### src/sv/bpc_div.sv
// Pipelined restoring unsigned divider, one quotient bit per stage, with a sideband.
`default_nettype none
module bpc_div #(
    parameter int NW = 32,
    parameter int DW = 16,
    parameter int QW = 17,
    parameter int SW = 1
) (
    input  wire logic          i_clk,
    input  wire logic          i_rst_n,
    input  wire logic          i_en,
    input  wire logic          i_vld,
    input  wire logic [NW-1:0] i_num,
    input  wire logic [DW-1:0] i_div,
    input  wire logic [SW-1:0] i_side,
    output logic               o_vld,
    output logic [QW-1:0]      o_quot,
    output logic [SW-1:0]      o_side
);

    logic [DW-1:0] r_rem  [QW];
    logic [QW-1:0] r_num  [QW];
    logic [QW-1:0] r_q    [QW];
    logic [DW-1:0] r_div  [QW];
    logic [SW-1:0] r_side [QW];
    logic          r_vld  [QW];

    for (genvar k = 0; k < QW; k++) begin : g_st
        logic [DW-1:0] rem_in;
        logic [QW-1:0] num_in;
        logic [QW-1:0] q_in;
        logic [DW-1:0] div_in;
        logic [SW-1:0] side_in;
        logic          vld_in;
        logic [DW:0]   trial;
        logic          ge;

        if (k == 0) begin : g_first
            // The caller guarantees the quotient fits, so the top bits start below the divisor.
            assign rem_in  = DW'(i_num[NW-1:QW]);
            assign num_in  = i_num[QW-1:0];
            assign q_in    = '0;
            assign div_in  = i_div;
            assign side_in = i_side;
            assign vld_in  = i_vld;
        end else begin : g_next
            assign rem_in  = r_rem[k-1];
            assign num_in  = r_num[k-1];
            assign q_in    = r_q[k-1];
            assign div_in  = r_div[k-1];
            assign side_in = r_side[k-1];
            assign vld_in  = r_vld[k-1];
        end

        assign trial = {rem_in, num_in[QW-1]};
        assign ge    = (trial >= {1'b0, div_in});

        always_ff @(posedge i_clk) begin
            if (!i_rst_n) begin
                r_vld[k] <= 1'b0;
            end else if (i_en) begin
                r_vld[k] <= vld_in;
            end
        end

        always_ff @(posedge i_clk) begin
            if (i_en) begin
                r_rem[k]  <= ge ? DW'(trial - {1'b0, div_in}) : DW'(trial);
                r_num[k]  <= {num_in[QW-2:0], 1'b0};
                r_q[k]    <= {q_in[QW-2:0], ge};
                r_div[k]  <= div_in;
                r_side[k] <= side_in;
            end
        end
    end

    assign o_vld  = r_vld[QW-1];
    assign o_quot = r_q[QW-1];
    assign o_side = r_side[QW-1];

endmodule
`default_nettype wire

### config.mk
export PLATFORM = sky130hd
export DESIGN_NAME = bpc_div
export DESIGN_NICKNAME = d
export VERILOG_FILES = /design/src/sv/bpc_div.sv
export SDC_FILE = /design/constraint.sdc
export NUM_CORES = 1
export LEC_CHECK = 0
export BUFFER_PORTS_ARGS = -buffer_cell sky130_fd_sc_hd__clkbuf_2
export CAP_MARGIN = 0
export CORE_ASPECT_RATIO = 2
export CORE_MARGIN = 1.5
export CORE_UTILIZATION = 60
export DETAILED_ROUTE_END_ITERATION = 12
export PLACE_DENSITY = 0.77
export SYNTH_ARGS = -nofsm -noshare
export SYNTH_HDL_FRONTEND = slang
export SYNTH_SLANG_ARGS = --single-unit
export TNS_END_PERCENT = 20
### constraint.sdc
create_clock -name i_clk -period 3.9 [get_ports i_clk]
set_clock_uncertainty 0.1 [all_clocks]
set_input_delay 0.585 -clock i_clk [delete_from_list [all_inputs] [get_ports i_clk]]
set_output_delay 0.585 -clock i_clk [all_outputs]
set_load 0.01 [all_outputs]
==> impl_metrics.py, run 1 <==
metrics = {
    "grt": {
        "grt_pass1_wl_um": 136000,
        "grt_overflow": 0,
        "grt_pass1_vias": 27150,
        "track_usage_pct": 25.7,
        "grt_max_degree": 110,
        "antenna_found_initial": 0,
    },
    "sta": {
        "setup_tns_ns": -0.530,
        "fin_ws_ns": -0.0647,
        "drv_slew": 0,
        "finalCriticalPeriod_ns": 3.96,
        "fmax_ghz": 0.252,
        "worst_slew_pin_slew_ns": 1.06,
        "hold_violations": 0,
        "slew_headroom_pct": 28.5,
        "rsz0062_at_grt": "no",
        "post-route-period-util_pct": 102,
        "finalSetupViolCount": 15,
    },
    "final_layout": {
        "fin_util_pct": 67.6,
        "final-instance-count-excl-fill": 4261,
        "final-seq-area_um2": 25100,
        "area_growth_pct": 11.2,
        "finalNetCount": 3662,
        "n_antenna_cell": 0,
        "nFillCells": 4606,
        "drive_above_1_share_pct": 11.3,
        "multiInputGateArea_um2": 14300,
    },
    "synthesis": {
        "synth_edf_count": 834,
        "syn-instance-count": 3133,
        "ys_ff_latch": 835,
        "syn_area_per_cell_um2": 13.0,
        "synthDistinctLibCells": 80,
        "yosysWarnings": 0,
        "syn_nets": 3474,
        "synth-async-reset-ratio_pct": 0,
        "synth_area_um2": 40700,
        "synth-main-ff-cell": "edfxtp_1",
        "yosysSeqAreaShare_pct": 61.6,
    },
    "worst_hold_path": {
        "hp-start": "i_div[8]",
        "hold_path_class": "in -> reg",
    },
    "clock_network": {
        "htree_levels": 3,
        "root_buffer": "clkbuf_16",
        "numCtsBuffers": 72,
        "cts_buffer_depth": 3,
        "cts.sinks": 835,
        "cts.reportedPaths.clkPinSlew_ns": 0.07,
        "cts_post_setup_buffers_inserted": 0,
        "insertion_delay_ns": 0.64,
        "holdBufCountCts": 19,
        "cts_resized": 0,
        "tritoncts": "built",
    },
    "setup_path": {
        "reg2reg_from": "r_div[0][182]$_DFFE_PP_",
        "reg2reg_slack_ns": -0.06,
        "crit_required_ns": 4.17,
        "arrival_ns": 4.23,
        "cp_max_fo": 30,
        "startpoint": "r_div[0][182]$_DFFE_PP_",
        "path_class": "reg -> reg",
        "critPathLaunchType": "flop",
        "end_kind": "flop",
    },
    "floorplan": {
        "core_area_um2": 66900,
        "die-area_um2": 69500,
        "start_util_pct": 60.8,
        "die_w_um": 187,
        "fp.dieH_um": 371,
        "io-pin-count": 72,
        "num_rows": 134,
    },
    "place": {
        "gp_congestion": 1.00,
        "io_buffers": 71,
        "dp_cells": 4112,
        "dpl.hpwl_um": 65900,
    },
    "flow_run": {
        "maxCapViolCount": 0,
    },
    "power": {
        "peakVddDrop_mv": 0.667,
        "power.leakage_uw": 0.0181,
        "powerDensity_nw_per_um2": 779,
    },
    "drt": {
        "dr.pass1.iters": 5,
        "detail_route.wl_per_cell_um": 20.7,
        "avgViaCountPerCell": 5.94,
        "drtIter0Drc": 1479,
        "ant_nets": 0,
        "remaining_drc_errors": 0,
        "dr_total_vias": 25311,
        "routed_wl_um": 88200,
    },
    "run_status": {
        "status": "finished, violations left",
        "violations": "setup timing",
    },
}
==> cells by family after synthesis <==
logic type      after synthesis  synth area share, %
flops                       835                 61.6
xor+xnor                    184                 3.96
simple gates                619                 7.44
buf+inv                     369                 3.45
fa+ha+maj                   288                 9.15
mux                         116                 3.24
compound gates              722                 11.1
==> critical path: stages, from the launching register on <==
cell,delay (ns)
edfxtp_1,0.41
inv_1,0.10
ha_1,0.29
a21oi_1,0.31
o21ai_0,0.28
nor4_1,0.68
buf_4,0.22
o31ai_1,0.18
a221o_1,0.42
o32ai_2,0.17
buf_4,0.36
o21ai_0,0.16
==> cells in the final DEF, fill, tap and decap left out, drive strengths merged, types with 15 or more instances in the layout <==
cell / count
edfxtp: 834
inv: 327
ha: 272
a21oi: 215
o21ai: 201
nand2: 186
clkbuf: 154
nor2: 137
xnor2: 103
mux2: 103
xor2: 81
buf: 72
a21o: 62
o21a: 53
nor2b: 46
nor3: 42
nand4: 35
and3: 35
nand2b: 33
nand3: 32
clkinv: 30
a31oi: 27
o31ai: 25
o21bai: 20
dlygate4sd3: 19
o31a: 18
or3: 17
fa: 16
a211o: 15
==> state kept, by name (all words and copies together), names as in the netlist <==
signal / cells
r_div: 256
r_num: 136
r_q: 153
r_rem: 256
r_side: 17
r_vld: 17
==> final timing paths <==
path                                           endpoint  depth (start not counted)
worst min register to register  r_num[0][123]$_DFFE_PP_                          0
worst min-delay path              r_div[0][8]$_DFFE_PP_                          1
worst max-delay path            r_rem[0][194]$_DFFE_PP_                         11
worst max register to register  r_rem[0][194]$_DFFE_PP_                         11
==> power by group <==
part | switching [uW] | internal [uW]
clock | 3230 | 3980
combinational | 8260 | 6270
sequential | 883 | 12600
total | 12400 | 22900
==> through the flow <==
| step | setup slack [ns] | hold WS [ns] | total power, uW | cell area [um2] |
|---|---|---|---|---|
| 2_1_floorplan | 0.447 | 0.300 | 23500 | 40700 |
| 3_3_place_gp | 0.258 | 0.300 | 27200 | 42700 |
| 3_5_place_dp | 0.124 | 0.305 | 28000 | 42700 |
| 4_1_cts | 0.0953 | 0.00149 | 35300 | 45200 |
| 5_1_grt | 0.0163 | 0.0295 | 37100 | 45200 |
| 6_report | -0.0647 | 0.0324 | 35300 | 45200 |
==> layout make-up <==
cell class,count,area share [%]
multi-input combinational,1929,31.5
timing repair buffer,161,2.85
clock buffer,84,4.13
inverter,322,2.67
sequential,835,55.4
tap,884,2.44
clock inverter,46,0.987
==> routing by layer <==
metal,GRT usage (%),vias up,wire (um)
met5,0,-,0
met4,23.7,0,8720
met3,3.60,352,2610
met2,54.2,640,52800
met1,18.1,12309,24000
li1,-,12010,-
==> Yosys cell counts, types with 4 or more instances <==
| cell type | n | area share [%] |
|---|---|---|
| inv_1 | 322 | 3.0 |
| and2_1 | 9 | 0.14 |
| a21boi_0 | 11 | 0.20 |
| o41ai_1 | 7 | 0.15 |
| or3_1 | 17 | 0.26 |
| a211oi_1 | 12 | 0.22 |
| ha_1 | 272 | 8.4 |
| a41o_1 | 5 | 0.12 |
| o21a_1 | 53 | 0.98 |
| nor2_1 | 137 | 1.3 |
| mux2i_1 | 13 | 0.32 |
| o21ai_0 | 196 | 2.4 |
| o21ai_1 | 5 | 0.062 |
| a31oi_1 | 27 | 0.42 |
| or2_2 | 9 | 0.14 |
| xnor2_1 | 103 | 2.2 |
| clkbuf_1 | 42 | 0.39 |
| o31a_1 | 18 | 0.39 |
| and3_1 | 34 | 0.52 |
| and4_1 | 6 | 0.13 |
| xor2_1 | 81 | 1.7 |
| edfxtp_1 | 834 | 62 |
| nor3_1 | 42 | 0.52 |
| o2111ai_1 | 4 | 0.086 |
| o21bai_1 | 20 | 0.37 |
| nor3b_1 | 4 | 0.074 |
| a21oi_1 | 214 | 2.6 |
| a211o_1 | 14 | 0.30 |
| mux2_4 | 7 | 0.26 |
| fa_1 | 16 | 0.79 |
| nor2b_1 | 46 | 0.71 |
| mux2_2 | 96 | 2.7 |
| a21o_1 | 61 | 1.1 |
| o211ai_1 | 6 | 0.11 |
| o31ai_1 | 24 | 0.44 |
| nand3b_1 | 4 | 0.074 |
| nand3_1 | 32 | 0.39 |
| nand2_1 | 186 | 1.7 |
| a2111oi_0 | 7 | 0.15 |
| nand4_1 | 35 | 0.54 |
| nor4_1 | 13 | 0.20 |
| nand2b_1 | 33 | 0.51 |
Note: power is estimated with default switching activity, not from simulation.
==> inputs of run 2 (changes only) <==
Settings changed: CELL_PAD_IN_SITES_DETAIL_PLACEMENT from default to 1, CELL_PAD_IN_SITES_GLOBAL_PLACEMENT from default to 1, CORE_ASPECT_RATIO 2 to 0.5, CORE_UTILIZATION 60 to 53, PLACE_DENSITY 0.77 to default, PLACE_DENSITY_LB_ADDON from default to 0.1.
==> run 2 against run 1 <==
Compared with the run above:
- the flow now finishes without violations
- die area increased by 13%
- sequential power barely moved
- non-clock buffer count shrank 12
- final cell count grew 3.2%
==> impl_metrics.py, run 2 (same netlist as run 1, synthesis figures left out) <==
metrics = {
    "grt": {
        "gr-usage-met2_pct": 45.0,
        "grtUsageMet1_pct": 21.3,
        "grt_pass1_wl_um": 136000,
        "track_usage_pct": 21.9,
        "grt_max_degree": 150,
        "use_met3_pct": 3.51,
        "grt_pass1_vias": 26811,
        "antenna_found_initial": 0,
        "busiest_layer": "met2",
        "grt_overflow": 0,
    },
    "sta": {
        "rsz0062_at_grt": "no",
        "finalCriticalPeriod_ns": 3.65,
        "worst_slew_pin_slew_ns": 1.27,
        "hold_violations": 0,
        "finalSetupViolCount": 0,
        "slew_headroom_pct": 15.1,
        "setup_tns_ns": 0,
        "fmax_ghz": 0.274,
        "post-route-period-util_pct": 93.7,
        "fin_ws_ns": 0.247,
        "drv_slew": 0,
    },
    "clock_network": {
        "numCtsBuffers": 77,
        "insertion_delay_ns": 0.66,
        "cts.sinks": 835,
        "tritoncts": "built",
        "root_buffer": "clkbuf_16",
        "cts_post_setup_buffers_inserted": 0,
        "htree_levels": 3,
        "cts.reportedPaths.clkPinSlew_ns": 0.07,
        "cts_buffer_depth": 3,
    },
    "power": {
        "p_int_uw": 23100,
        "switching_share_pct": 34.4,
        "peakVddDrop_mv": 0.352,
        "pwr-share-seq_pct": 38.7,
        "p_comb_share_pct": 39.1,
        "powerDensity_nw_per_um2": 773,
        "pwr-share-clk_pct": 22.1,
        "switching_power_uw": 12100,
        "power.leakage_uw": 0.0182,
    },
    "final_layout": {
        "multiInputGateArea_um2": 14300,
        "drive_above_1_share_pct": 11.2,
        "fin_util_pct": 60.3,
        "final-seq-area_um2": 25100,
        "n_antenna_cell": 0,
        "layout_commonest_cell": "edfxtp_1",
        "finalNetCount": 3655,
        "final_cell_mix": "834 x edfxtp_1, 322 x inv_1, 272 x ha_1, 211 x a21oi_1, 195 x o21ai_0",
        "nFillCells": 7441,
        "area_growth_pct": 12.0,
        "biggestRegsByFlops": "r_div (256), r_rem (256), r_q (153)",
    },
    "setup_path": {
        "startpoint": "r_rem[0][83]$_DFFE_PP_",
        "critPathLaunchType": "flop",
        "path_class": "reg -> reg",
        "cp_max_fo": 29,
        "reg2reg_from": "r_rem[0][83]$_DFFE_PP_",
        "end_kind": "flop",
        "crit_required_ns": 4.20,
        "arrival_ns": 3.96,
    },
    "floorplan": {
        "io-pin-count": 72,
        "core_area_um2": 75500,
        "fp.dieH_um": 199,
        "die_w_um": 395,
        "start_util_pct": 53.9,
        "die-area_um2": 78500,
        "num_rows": 71,
    },
    "drt": {
        "avgViaCountPerCell": 5.57,
        "remaining_drc_errors": 0,
        "detail_route.wl_per_cell_um": 19.3,
        "routed_wl_um": 84900,
        "dr_total_vias": 24498,
        "drtIter0Drc": 892,
        "ant_nets": 0,
        "dr.pass1.iters": 4,
    },
    "flow_run": {
        "maxCapViolCount": 0,
    },
    "worst_hold_path": {
        "hp-start": "i_div[1]",
        "hold_path_class": "in -> reg",
    },
    "place": {
        "dpl.hpwl_um": 62100,
        "gp_congestion": 0.929,
        "io_buffers": 71,
        "dp_slack_ns": 0.292,
    },
    "run_status": {
        "status": "finished clean",
    },
}
[run 2: power groups by stage]
stage          combinational [uW]  sequential [uW]  clock (uW)
2_1_floorplan               10100            13400           0
3_3_place_gp                13100            13700           0
3_5_place_dp                13700            13800           0
4_1_cts                     13900            13700        8000
5_1_grt                     15300            13800        8270
6_report                    13800            13600        7780
[run 2: worst paths after layout]
check | endpoint | slack, ns | cells past startpoint
worst max-delay path | r_rem[0][108]$_DFFE_PP_ | 0.25 | 8
worst min-delay path | r_div[0][1]$_DFFE_PP_ | 0.08 | 1
worst max register to register | r_rem[0][108]$_DFFE_PP_ | 0.25 | 8
worst min register to register | r_q[0][261]$_DFFE_PP_ | 0.30 | 0
[run 2: area by class of cell]
cell class                      instances  share of cell area [%]
Multi-Input combinational cell       1929                    31.3
Clock buffer                           85                    4.44
Clock inverter                         57                    1.22
Tap cell                             1022                    2.81
Sequential cell                       835                    55.0
Inverter                              322                    2.65
Timing Repair Buffer                  149                    2.51
[run 2: what timing repair did]
item | CTS | global route
hold buffers | 32 | 0
hold endpoints to repair | 32 | 0
resized for setup | 0 | 0
[run 2: through the flow]
stage,area [um2],hold WS [ns],power (uW),instances
floorplan,40700,0.300,23500,3133
global placement,42600,0.300,26800,4225
detailed placement,42600,0.306,27500,4225
CTS,45500,0.0168,35500,4399
global route,45500,0.0297,37400,4399
finish,45500,0.0754,35200,4399
[run 2: critical path: stages, from the launching register on]
cell and delay (ns):
edfxtp_1 0.39, ha_1 0.38, a211o_1 0.35, and2_1 0.15, o41ai_1 0.50, a21oi_1 0.29
nor4_1 0.38, o21ai_2 0.42, mux2_2 0.42
[run 2: layer usage]
metal	part of all wire, %	vias to the layer above
met4	4.2	0
met3	2.4	204
met5	0	-
met1	37	12009
met2	56	304
li1	-	11981
