File: src/sv/bpc_sqrt.sv
// Pipelined integer square root, one root bit per stage, with a sideband.
`default_nettype none
module bpc_sqrt #(
    parameter int RW = 16,
    parameter int SW = 1
) (
    input  wire logic            i_clk,
    input  wire logic            i_rst_n,
    input  wire logic            i_en,
    input  wire logic            i_vld,
    input  wire logic [2*RW-1:0] i_rad,
    input  wire logic [SW-1:0]   i_side,
    output logic                 o_vld,
    output logic [RW-1:0]        o_root,
    output logic [SW-1:0]        o_side
);

    logic [RW:0]     r_rem  [RW];
    logic [RW-1:0]   r_root [RW];
    logic [2*RW-1:0] r_rad  [RW];
    logic [SW-1:0]   r_side [RW];
    logic            r_vld  [RW];

    for (genvar k = 0; k < RW; k++) begin : g_st
        logic [RW:0]     rem_in;
        logic [RW-1:0]   root_in;
        logic [2*RW-1:0] rad_in;
        logic [SW-1:0]   side_in;
        logic            vld_in;
        logic [RW+2:0]   trial_rem;
        logic [RW+2:0]   trial;
        logic            ge;

        if (k == 0) begin : g_first
            assign rem_in  = '0;
            assign root_in = '0;
            assign rad_in  = i_rad;
            assign side_in = i_side;
            assign vld_in  = i_vld;
        end else begin : g_next
            assign rem_in  = r_rem[k-1];
            assign root_in = r_root[k-1];
            assign rad_in  = r_rad[k-1];
            assign side_in = r_side[k-1];
            assign vld_in  = r_vld[k-1];
        end

        assign trial_rem = {rem_in, rad_in[2*RW-1 -: 2]};
        assign trial     = {1'b0, root_in, 2'b01};
        assign ge        = (trial_rem >= trial);

        always_ff @(posedge i_clk) begin
            if (!i_rst_n) begin
                r_vld[k] <= 1'b0;
            end else if (i_en) begin
                r_vld[k] <= vld_in;
            end
        end

        always_ff @(posedge i_clk) begin
            if (i_en) begin
                r_rem[k]  <= ge ? (RW+1)'(trial_rem - trial) : (RW+1)'(trial_rem);
                r_root[k] <= {root_in[RW-2:0], ge};
                r_rad[k]  <= {rad_in[2*RW-3:0], 2'b00};
                r_side[k] <= side_in;
            end
        end
    end

    assign o_vld  = r_vld[RW-1];
    assign o_root = r_root[RW-1];
    assign o_side = r_side[RW-1];

endmodule
`default_nettype wire

File: config.mk
export PLATFORM = sky130hd
export DESIGN_NAME = bpc_sqrt
export DESIGN_NICKNAME = d
export VERILOG_FILES = /design/src/sv/bpc_sqrt.sv
export SDC_FILE = /design/constraint.sdc
export NUM_CORES = 1
export LEC_CHECK = 0
export BUFFER_PORTS_ARGS = -buffer_cell sky130_fd_sc_hd__buf_2
export CAP_MARGIN = 20
export CORE_ASPECT_RATIO = 1.25
export CORE_MARGIN = 8
export CORE_UTILIZATION = 25
export CTS_CLUSTER_DIAMETER = 150
export DETAILED_ROUTE_END_ITERATION = 16
export MAX_ROUTING_LAYER = met4
export PLACE_DENSITY = 0.41
export REMOVE_ABC_BUFFERS = 1
export SETUP_SLACK_MARGIN = 0.15
export SLEW_MARGIN = 20
export SYNTH_ARGS = -nofsm -noshare
export SYNTH_HDL_FRONTEND = slang
export SYNTH_SLANG_ARGS = --single-unit
File: constraint.sdc
create_clock -name i_clk -period 2.5 [get_ports i_clk]
set_input_delay 0 -clock i_clk [delete_from_list [all_inputs] [get_ports i_clk]]
set_output_delay 0 -clock i_clk [all_outputs]
set_load 0.02 [all_outputs]
==> results of run 1 <==
==> cells by family after synthesis <==
group	synth area share (%)
xor gates and xnor gates	4.80
muxes	1.81
and+or+nand+nor	9.56
adders and majority gates	6.48
buffers and inverters	2.78
other	0.0128
DFF	65.9
AOI/OAI and AO/OA	8.66
==> per-layer routing <==
layer | vias up | GRT usage (%)
li1 | 9406 | -
met1 | 9302 | 8.94
met2 | 275 | 20.2
met3 | 165 | 1.93
met4 | 0 | 5.81
met5 | - | -
==> metrics by stage <==
| step | util [%] | cell area, µm² | setup TNS [ns] |
|---|---|---|---|
| 6_report | 35.9 | 41800 | -2.75 |
| 5_1_grt | 35.9 | 41800 | -6.73 |
| 3_3_place_gp | 29.5 | 34400 | -15.13 |
| 4_1_cts | 34.1 | 39700 | -2.87 |
| 3_5_place_dp | 29.5 | 34400 | -18.69 |
| 2_1_floorplan | - | 29200 | -35.76 |
==> state kept, by name, indices dropped and copies added, names as in the netlist <==
name / cells
r_side: 16
r_rad: 240
r_root: 136
r_vld: 16
r_rem: 237
==> timing repair <==
action,in CTS,in global routing
endpoints found under the setup margin,215,205
buffers inserted,73,70
gates resized for setup,350,301
hold buffers,50,0
hold endpoints to repair,214,0
pin swaps,123,124
cloned,4,4
==> worst max-delay path by stage <==
stage | end | slack [ns]
after floorplan | r_rem[4][14]$_DFFE_PP_ | -1.11
after CTS | r_rem[13][6]$_DFFE_PP_ | -0.18
after global placement | r_rem[12][9]$_DFFE_PP_ | -0.37
after global routing | r_rem[13][6]$_DFFE_PP_ | -0.27
after detailed placement | r_rem[12][9]$_DFFE_PP_ | -0.40
final | r_rem[13][6]$_DFFE_PP_ | -0.16
==> cell usage in the layout (no fill, tap or decap), types with 40 or more instances in the layout <==
cell type / instances
buf_4: 427
inv_1: 156
nand2_1: 69
o21ai_0: 42
dlygate4sd3_1: 50
xnor2_1: 60
nor2_1: 106
a21oi_1: 79
o21a_1: 40
edfxtp_1: 644
clkbuf_16: 82
buf_6: 58
a21o_1: 40
xor2_1: 83
ha_4: 47
nor3_1: 40
buf_2: 53
ha_1: 99
==> power by group <==
group / switching (mW) / internal (mW) / total (mW)
clock: 4.48 / 6.84 / 11.3
combinational: 3.16 / 3.55 / 6.72
sequential: 0.691 / 13.3 / 14.0
total: 8.34 / 23.7 / 32.1
==> worst register-to-register path, delay by kind of cell, from the launching register on <==
kind | cells | cell delay [ns]
simple gates | 1 | 0.40
compound gates | 4 | 0.95
buf+inv | 1 | 0.17
fa+ha+maj | 1 | 0.21
mux | 1 | 0.30
flops | 1 | 0.40
==> layout make-up <==
cell class,instances,share of cell area [%]
clock buffers,89,4.77
clock inverters,45,1.26
inverters,179,1.64
multi-input cells,1310,28.7
flip-flops and latches,645,46.3
well taps,1562,4.68
repair buffers,621,12.7
repair inverters,1,0.0180
==> impl_metrics.json, run 1 <==
{
  "outcome": "complete, but fails checks",
  "violations": "negative setup slack",
  "cp_max_fo": 16,
  "hold_depth": 2,
  "io_pins": 55,
  "hp-class": "in2reg",
  "crit_arrival_ns": 3.05,
  "p_leak_nw": 16.3,
  "htree_levels": 3,
  "fillers": 11200,
  "fmax_ghz": 0.376,
  "worst_pin_slew_ns": 0.746,
  "cts_tree": "yes",
  "ys_dominant_reg_cell": "edfxtp_1",
  "routed_via_density": 4.30,
  "path_buf_inv": 1,
  "synthToLayoutAreaGrowth_pct": 42.3,
  "worst_slack_ns": -0.162,
  "die_area_um2": 129000,
  "first_pass_iters": 6,
  "r2r_end": "r_rem[13][6]$_DFFE_PP_",
  "rsz0062_at_grt": "true",
  "routabilityCongestion": 0.867,
  "ys_seq_area_share_pct": 65.9,
  "wl_mm": 66.7,
  "skew_ns": 0.0248,
  "maxCapViolations": 0,
  "dpl.hpwl_mm": 45.6,
  "numPlacedInstances": 4117,
  "yosys.cell_types.count": 79,
  "regArea_um2": 19400,
  "diodes": 0,
  "critPathRequiredTime_ns": 2.89,
  "rows": 140,
  "clock_latency_ns": 0.65,
  "yosysWarnings": 0,
  "coreArea_um2": 116000,
  "r2r_cells": 8,
  "peakVddDrop_mv": 0.493,
  "synth_area_leader_cell": "edfxtp_1",
  "syn_area_per_cell_um2": 13.6,
  "top_layer": "met4",
  "drive_gt1_share_pct": 38.7,
  "wl_met2_mm": 38.7,
  "synth_top_cell_area_share_pct": 65.8,
  "cp_cell_sequence": "ha_2 > or3_4 > o22ai_4 > o221ai_4 > o31a_1 > a211o_1 > buf_12 > mux2_4",
  "numCtsBuffers": 75,
  "clock-sinks": 645,
  "wl_met3_mm": 2.12,
  "reg2reg_from": "r_rem[12][2]$_DFFE_PP_",
  "cts_max_path_buffers": 3,
  "ys_ff_latch": 645,
  "synthArstFlopShare_pct": 0,
  "min_from": "i_rad[0]",
  "layout_min_cycle_time_ns": 2.66,
  "die_x_um": 323,
  "p_total_mw": 32.1,
  "setup_viol": 39,
  "start_util_pct": 25.2,
  "fin_cells": 4452,
  "grt_max_degree": 94,
  "max_stage_delay_ns": 0.40,
  "grt_usage_pct": 10.3,
  "drtIter0Drc": 642,
  "clkTransAtPathRegs_ns": 0.06,
  "synth_edf_count": 644,
  "multi_input_area_um2": 12000,
  "worstSetupPathType": "reg2reg",
  "slew_headroom_pct": 50.2,
  "route.antenna.remaining_nets": 0,
  "grt_pass1_vias": 20200,
  "syn_inst": 2167,
  "drc": 0,
  "netlist_area_um2": 29400,
  "startpoint": "r_rem[12][2]$_DFFE_PP_",
  "die_height_um": 399,
  "cp_top_family": "compound AO/OA/AOI/OAI gates",
  "grt_antenna_before_repair": 0,
  "holdPathEnd": "r_rad[0][0]$_DFFE_PP_",
  "final_nets": 3022,
  "synth_most_common_cell": "edfxtp_1",
  "fin_hold_ws_ns": 0.0739,
  "io_buffers": 54,
  "hold_viol": 0,
  "endpoint_kind": "flip-flop",
  "powerDensity_nw_per_um2": 767,
  "r2r_slack_ns": -0.16,
  "fin_crit_sh_pct": 106,
  "grt_pass1_wl_mm": 103,
  "wl_per_cell_um": 15.0,
  "synthTopCellsByArea": "edfxtp_1 (66%), ha_1 (6.5%), xor2_1 (2.5%)",
  "worst-path-stages": 8,
  "synth_common_cells": "edfxtp_1 (644), inv_1 (178), ha_1 (152)",
  "cp_slowest_cell": "edfxtp_1",
  "wirelength_met1_mm": 22.6,
  "grt_overflow": 0,
  "vias": 19100,
  "slew_violations": 0,
  "startpoint_type": "flip-flop",
  "root_buffer": "clkbuf_16",
  "pre_cts_ws_ns": -0.399
}
(Power assumes the default switching activity.)
==> inputs of run 2 (changes only) <==
--- a/config.mk
+++ b/config.mk
@@ -16,6 +16,7 @@
 export PLACE_DENSITY = 0.41
 export REMOVE_ABC_BUFFERS = 1
 export SETUP_SLACK_MARGIN = 0.15
+export SKIP_LAST_GASP = 1
 export SLEW_MARGIN = 20
 export SYNTH_ARGS = -nofsm -noshare
 export SYNTH_HDL_FRONTEND = slang
==> impl_metrics.json, run 2 (synthesized netlist as in run 1, its figures left out) <==
{
  "pwr-share-seq_pct": 44.0,
  "fillers": 11300,
  "final_cell_mix": "edfxtp_1 (644), buf_4 (430), inv_1 (156)",
  "clkTransAtPathRegs_ns": 0.06,
  "combPwrFrac_pct": 20.5,
  "layout_min_cycle_time_ns": 2.66,
  "clock_latency_ns": 0.65,
  "worst_pin_slew_ns": 0.746,
  "die_area_um2": 129000,
  "io_pins": 55,
  "mostFrequentLayoutCell": "edfxtp_1",
  "crit_arrival_ns": 3.05,
  "worstSetupPathType": "reg2reg",
  "hold_depth": 2,
  "slew_violations": 0,
  "io_buffers": 54,
  "fin_crit_sh_pct": 106,
  "die_x_um": 323,
  "dpl.hpwl_mm": 45.6,
  "violations": "negative setup slack",
  "grt_antenna_before_repair": 0,
  "placed_area_um2": 34400,
  "start_util_pct": 25.2,
  "drc": 0,
  "numCtsBuffers": 75,
  "powerDensity_nw_per_um2": 770,
  "drive_gt1_share_pct": 37.3,
  "outcome": "complete, but fails checks",
  "top_register": "r_rad",
  "intPower_mw": 23.6,
  "rows": 140,
  "grt_pass1_vias": 20100,
  "diodes": 0,
  "synthToLayoutAreaGrowth_pct": 40.8,
  "slew_headroom_pct": 50.2,
  "p_leak_nw": 16.1,
  "wl_per_cell_um": 14.9,
  "final_cell_area_um2": 41400,
  "peakVddDrop_mv": 0.493,
  "drtIter0Drc": 593,
  "rsz0062_at_grt": "true",
  "cp_max_fo": 15,
  "routed_via_density": 4.28,
  "r2r_cells": 8,
  "grt_max_degree": 94,
  "routabilityCongestion": 0.867,
  "p_clk_share_pct": 35.5,
  "p_sw_share_pct": 25.9,
  "grt_usage_pct": 10.2,
  "max_stage_delay_ns": 0.40,
  "coreArea_um2": 116000,
  "switching_power_mw": 8.25,
  "startpoint_type": "flip-flop",
  "cp_cell_sequence": "ha_2 > or3_4 > o22ai_4 > o221ai_4 > o31a_1 > a211o_1 > buf_12 > mux2_4",
  "hp-class": "in2reg",
  "top_regs": "r_rad x240, r_rem x237, r_root x136",
  "fmax_ghz": 0.376,
  "setup_tns_ns": -2.79,
  "fin_hold_ws_ns": 0.0745,
  "grt_pass1_wl_mm": 102,
  "worst_slack_ns": -0.159,
  "cts_max_path_buffers": 3,
  "setup_viol": 40,
  "grt_overflow": 0,
  "largest_reg_flops": 240,
  "cts_tree": "yes",
  "post-route-util_pct": 35.5,
  "endpoint_kind": "flip-flop",
  "hold_viol": 0,
  "wl_mm": 66.1,
  "first_pass_iters": 5,
  "skew_ns": 0.0248,
  "final_nets": 3015,
  "clock-sinks": 645,
  "route.antenna.remaining_nets": 0,
  "maxCapViolations": 0,
  "critPathRequiredTime_ns": 2.89,
  "p_total_mw": 31.9,
  "cp_slowest_cell": "edfxtp_1",
  "htree_levels": 3,
  "die_height_um": 399,
  "vias": 19000,
  "root_buffer": "clkbuf_16"
}
[run 2: cell types whose count changed in the layout (fill, tap and decap cells not counted), moves of 7 or more]
| cell | previous run | this run |
|---|---|---|
| a21oi_1 | 79 | 89 |
| a21oi_2 | 31 | 23 |
| buf_6 | 58 | 50 |
| nor2_4 | 21 | 14 |
[run 2: per-stage QoR]
step | instances | setup slack [ns]
after floorplan | 2134 | -1.11
after global placement | 4117 | -0.375
after detailed placement | 4117 | -0.399
after CTS | 4378 | -0.177
after global routing | 4445 | -0.282
final | 4445 | -0.159
[run 2: cell type report]
class	count	area, µm²	area share [%]
Clock buffer	89	1990	4.82
Timing Repair Buffer	614	5190	12.5
Inverter	179	686	1.66
Clock inverter	45	528	1.28
Tap cell	1562	1950	4.73
Multi-Input combinational cell	1310	11600	28.2
Sequential cell	645	19400	46.8
Timing Repair inverter	1	7.51	0.0181
[run 2: power groups by stage]
| stage | clock (mW) | sequential, mW | combinational, mW |
|---|---|---|---|
| finish | 11.3 | 14.0 | 6.52 |
| global route | 12.2 | 14.1 | 7.13 |
| CTS | 11.9 | 14.0 | 5.94 |
| detailed placement | 0 | 14.2 | 5.12 |
| global placement | 0 | 14.1 | 5.05 |
| floorplan | 0 | 14.0 | 3.02 |
[run 2: repair_timing]
| action | CTS | global route |
|---|---|---|
| setup endpoints to repair | 215 | 202 |
| resized for setup | 299 | 276 |
| cloned | 4 | 4 |
| pin swaps | 103 | 97 |
| buffers inserted | 73 | 63 |
| hold buffers | 50 | 0 |
| hold endpoints to repair | 214 | 0 |
[run 2: path summary, 6_finish.rpt]
kind,start,end,slack [ns]
worst min-delay path,i_rad[0],r_rad[0][0]$_DFFE_PP_,0.07
worst max register to register,r_rem[12][2]$_DFFE_PP_,r_rem[13][6]$_DFFE_PP_,-0.16
worst max-delay path,r_rem[12][2]$_DFFE_PP_,r_rem[13][6]$_DFFE_PP_,-0.16
worst min register to register,r_rad[5][14]$_DFFE_PP_,r_rad[6][16]$_DFFE_PP_,0.41
[run 2: metal layers]
metal | GRT usage, % | vias to the layer above | part of all wire (%)
met2 | 20.1 | 276 | 58
met5 | - | - | 0
met3 | 1.93 | 167 | 3.2
met4 | 5.76 | 0 | 4.8
li1 | - | 9389 | -
met1 | 8.91 | 9206 | 34
[run 2: critical path: cells and delay by family, from the launching register on]
kind	cells	cell delay, ns
DFF	1	0.40
muxes	1	0.29
AOI/OAI and AO/OA	4	0.94
buffers and inverters	1	0.17
and+or+nand+nor	1	0.40
adders and majority gates	1	0.21
==> inputs of run 3 (changes only) <==
--- a/config.mk
+++ b/config.mk
@@ -5,9 +5,10 @@
 export SDC_FILE = /design/constraint.sdc
 export NUM_CORES = 1
 export LEC_CHECK = 0
+export ABC_AREA = 1
 export BUFFER_PORTS_ARGS = -buffer_cell sky130_fd_sc_hd__buf_2
 export CAP_MARGIN = 20
-export CORE_ASPECT_RATIO = 1.25
+export CORE_ASPECT_RATIO = 0.7
 export CORE_MARGIN = 8
 export CORE_UTILIZATION = 25
 export CTS_CLUSTER_DIAMETER = 150
==> impl_metrics.json, run 3 <==
{
  "start_util_pct": 25.1,
  "grt_pass1_wl_mm": 126,
  "top_regs": "r_rad x240, r_rem x237, r_root x136",
  "r2r_end": "r_rem[10][8]$_DFFE_PP_",
  "io_pins": 55,
  "drc": 0,
  "holdPathEnd": "r_rad[0][14]$_DFFE_PP_",
  "maxCapViolations": 0,
  "fin_hold_ws_ns": 0.0731,
  "root_buffer": "clkbuf_16",
  "slew_violations": 0,
  "yosys.cell_types.count": 48,
  "clock-sinks": 645,
  "hp-class": "in2reg",
  "die_area_um2": 145000,
  "p_leak_nw": 17.4,
  "cts_tree": "yes",
  "hold_viol": 0,
  "crit_arrival_ns": 2.64,
  "clkTransAtPathRegs_ns": 0.06,
  "netlist_area_um2": 33300,
  "reg2reg_from": "r_root[4][21]$_DFFE_PP_",
  "syn_inst": 3490,
  "drtIter0Drc": 1700,
  "dpl.hpwl_mm": 59.7,
  "die_height_um": 321,
  "grt_antenna_before_repair": 1,
  "setup_tns_ns": 0,
  "cts_max_path_buffers": 3,
  "synthToLayoutAreaGrowth_pct": 18.3,
  "first_pass_iters": 5,
  "hold_depth": 2,
  "fin_crit_sh_pct": 89.7,
  "slew_headroom_pct": 57.6,
  "synthArstFlopShare_pct": 0,
  "setup_viol": 0,
  "wl_per_cell_um": 14.5,
  "vias": 23100,
  "ys_ff_latch": 645,
  "cp_max_fo": 14,
  "numCtsBuffers": 75,
  "r2r_cells": 12,
  "fillers": 14000,
  "layout_min_cycle_time_ns": 2.24,
  "synth_most_common_cell": "nand2_1",
  "final_cell_mix": "nand2_1 (1103), edfxtp_1 (644), inv_1 (613)",
  "largest_reg_flops": 240,
  "endpoint_kind": "flip-flop",
  "mostFrequentLayoutCell": "nand2_1",
  "startpoint_type": "flip-flop",
  "ys_seq_area_share_pct": 58.1,
  "min_from": "i_rad[14]",
  "grt_max_degree": 105,
  "synth_edf_count": 644,
  "grt_usage_pct": 11.2,
  "ys_dominant_reg_cell": "edfxtp_1",
  "synth_common_cells": "nand2_1 (1103), edfxtp_1 (644), inv_1 (614)",
  "grt_overflow": 0,
  "grt_pass1_vias": 22300,
  "routabilityCongestion": 0.858,
  "syn_area_per_cell_um2": 9.54,
  "rsz0062_at_grt": "true",
  "worst_pin_slew_ns": 0.635,
  "synth_top_cell_area_share_pct": 58.1,
  "routed_via_density": 4.16,
  "p_total_mw": 29.9,
  "critPathRequiredTime_ns": 2.90,
  "top_register": "r_rad",
  "yosysWarnings": 0,
  "coreArea_um2": 133000,
  "r2r_slack_ns": 0.26,
  "synthTopCellsByArea": "edfxtp_1 (58%), nand2_1 (12%), inv_1 (6.9%)",
  "io_buffers": 54,
  "peakVddDrop_mv": 0.438,
  "outcome": "finished, final reports clean",
  "skew_ns": 0.0284,
  "final_nets": 3909,
  "powerDensity_nw_per_um2": 760,
  "fmax_ghz": 0.446,
  "rows": 112,
  "htree_levels": 3,
  "synth_area_leader_cell": "edfxtp_1",
  "clock_latency_ns": 0.68,
  "route.antenna.remaining_nets": 0,
  "worstSetupPathType": "reg2reg",
  "wl_mm": 80.4,
  "drive_gt1_share_pct": 9.14,
  "die_x_um": 452
}
==> run 3: cell count changes in the layout (fill, tap and decap cells not counted), moves of 25 or more <==
cell and delta:
nand2_1 +1028, inv_1 +457, buf_4 -378, nand3_1 +146, nor2_1 +102, nand4_1 +82, buf_6 -47, ha_1 +43
ha_4 -40, a21o_1 -39, xnor2_1 -38, o21a_1 -37, nand3b_1 +25, xor2_1 -25
==> run 3: kinds of logic (layout without fill, tap and decap cells) <==
group | Yosys count | in the layout | share of synthesized area (%)
buffers and inverters | 670 | 948 | 7.98
xor gates and xnor gates | 85 | 85 | 2.24
AOI/OAI and AO/OA | 206 | 206 | 3.22
and+or+nand+nor | 1731 | 1737 | 22.7
adders and majority gates | 152 | 152 | 5.71
DFF | 645 | 645 | 58.1
other | 1 | 2 | 0.0113
==> run 3: final cells by class <==
class / instances / area, µm² / share of cell area (%)
sequential: 645 / 19400 / 49.1
multi-input combinational: 2181 / 11500 / 29.3
inverter: 631 / 2380 / 6.03
tap: 1767 / 2210 / 5.61
clock buffer: 91 / 1940 / 4.92
timing repair buffer: 186 / 1570 / 3.97
clock inverter: 40 / 415 / 1.05
antenna: 1 / 2.50 / 0.00635
==> run 3: through the flow <==
step	instances	instance area, µm²	setup WS, ns	utilization [%]
6_report	5542	39400	0.257	29.7
5_1_grt	5542	39400	0.120	29.7
4_1_cts	5519	39000	0.131	29.4
3_5_place_dp	5319	35900	0.111	27.1
3_3_place_gp	5319	35900	0.0492	27.1
2_1_floorplan	3451	33000	0.00814	-
==> run 3: layer usage <==
layer / vias up / GRT usage (%) / part of all wire, %
met5: - / - / 0
met1: 10700 / 17.4 / 55
met3: 82 / 2.34 / 5.1
met2: 437 / 14.5 / 38
li1: 11900 / - / -
met4: 0 / 2.68 / 1.7
==> run 3: timing repair <==
| action | 4_1_cts | 5_1_grt |
|---|---|---|
| gates cloned | 1 | 5 |
| resized for setup | 1 | 42 |
| endpoints found under the hold margin | 285 | 0 |
| hold buffers | 68 | 0 |
| pin swaps | 2 | 7 |
| endpoints found under the setup margin | 24 | 144 |
| buffers inserted | 0 | 17 |
==> run 3: worst max-delay path by stage <==
stage | start | endpoint | slack, ns | depth (start not counted)
after detailed placement | r_rem[9][7]$_DFFE_PP_ | r_rem[10][10]$_DFFE_PP_ | 0.11 | 11
final | r_root[4][21]$_DFFE_PP_ | r_rem[10][8]$_DFFE_PP_ | 0.26 | 12
after CTS | r_root[5][10]$_DFFE_PP_ | r_rem[11][5]$_DFFE_PP_ | 0.13 | 8
after global placement | r_root[4][21]$_DFFE_PP_ | r_rem[10][10]$_DFFE_PP_ | 0.05 | 12
after floorplan | r_rem[6][3]$_DFFE_PP_ | r_rem[7][12]$_DFFE_PP_ | 0.008 | 11
after global routing | r_root[6][0]$_DFFE_PP_ | r_rem[13][13]$_DFFE_PP_ | 0.12 | 10
==> run 3: worst max-delay path, stage by stage, from the launching register on <==
cell	delay, ns
edfxtp_1	0.46
inv_1	0.12
ha_1	0.28
nand2_1	0.09
inv_1	0.06
nand2_1	0.11
inv_1	0.05
nand2_1	0.09
nand3_2	0.11
nand2_4	0.20
nand3_4	0.18
nand2_1	0.11
nand2_1	0.11
==> run 3: report_power, final <==
group	switching (mW)	internal, mW
Combinational	3.52	1.91
Clock	4.67	5.92
Sequential	0.687	13.2
Total	8.87	21.1
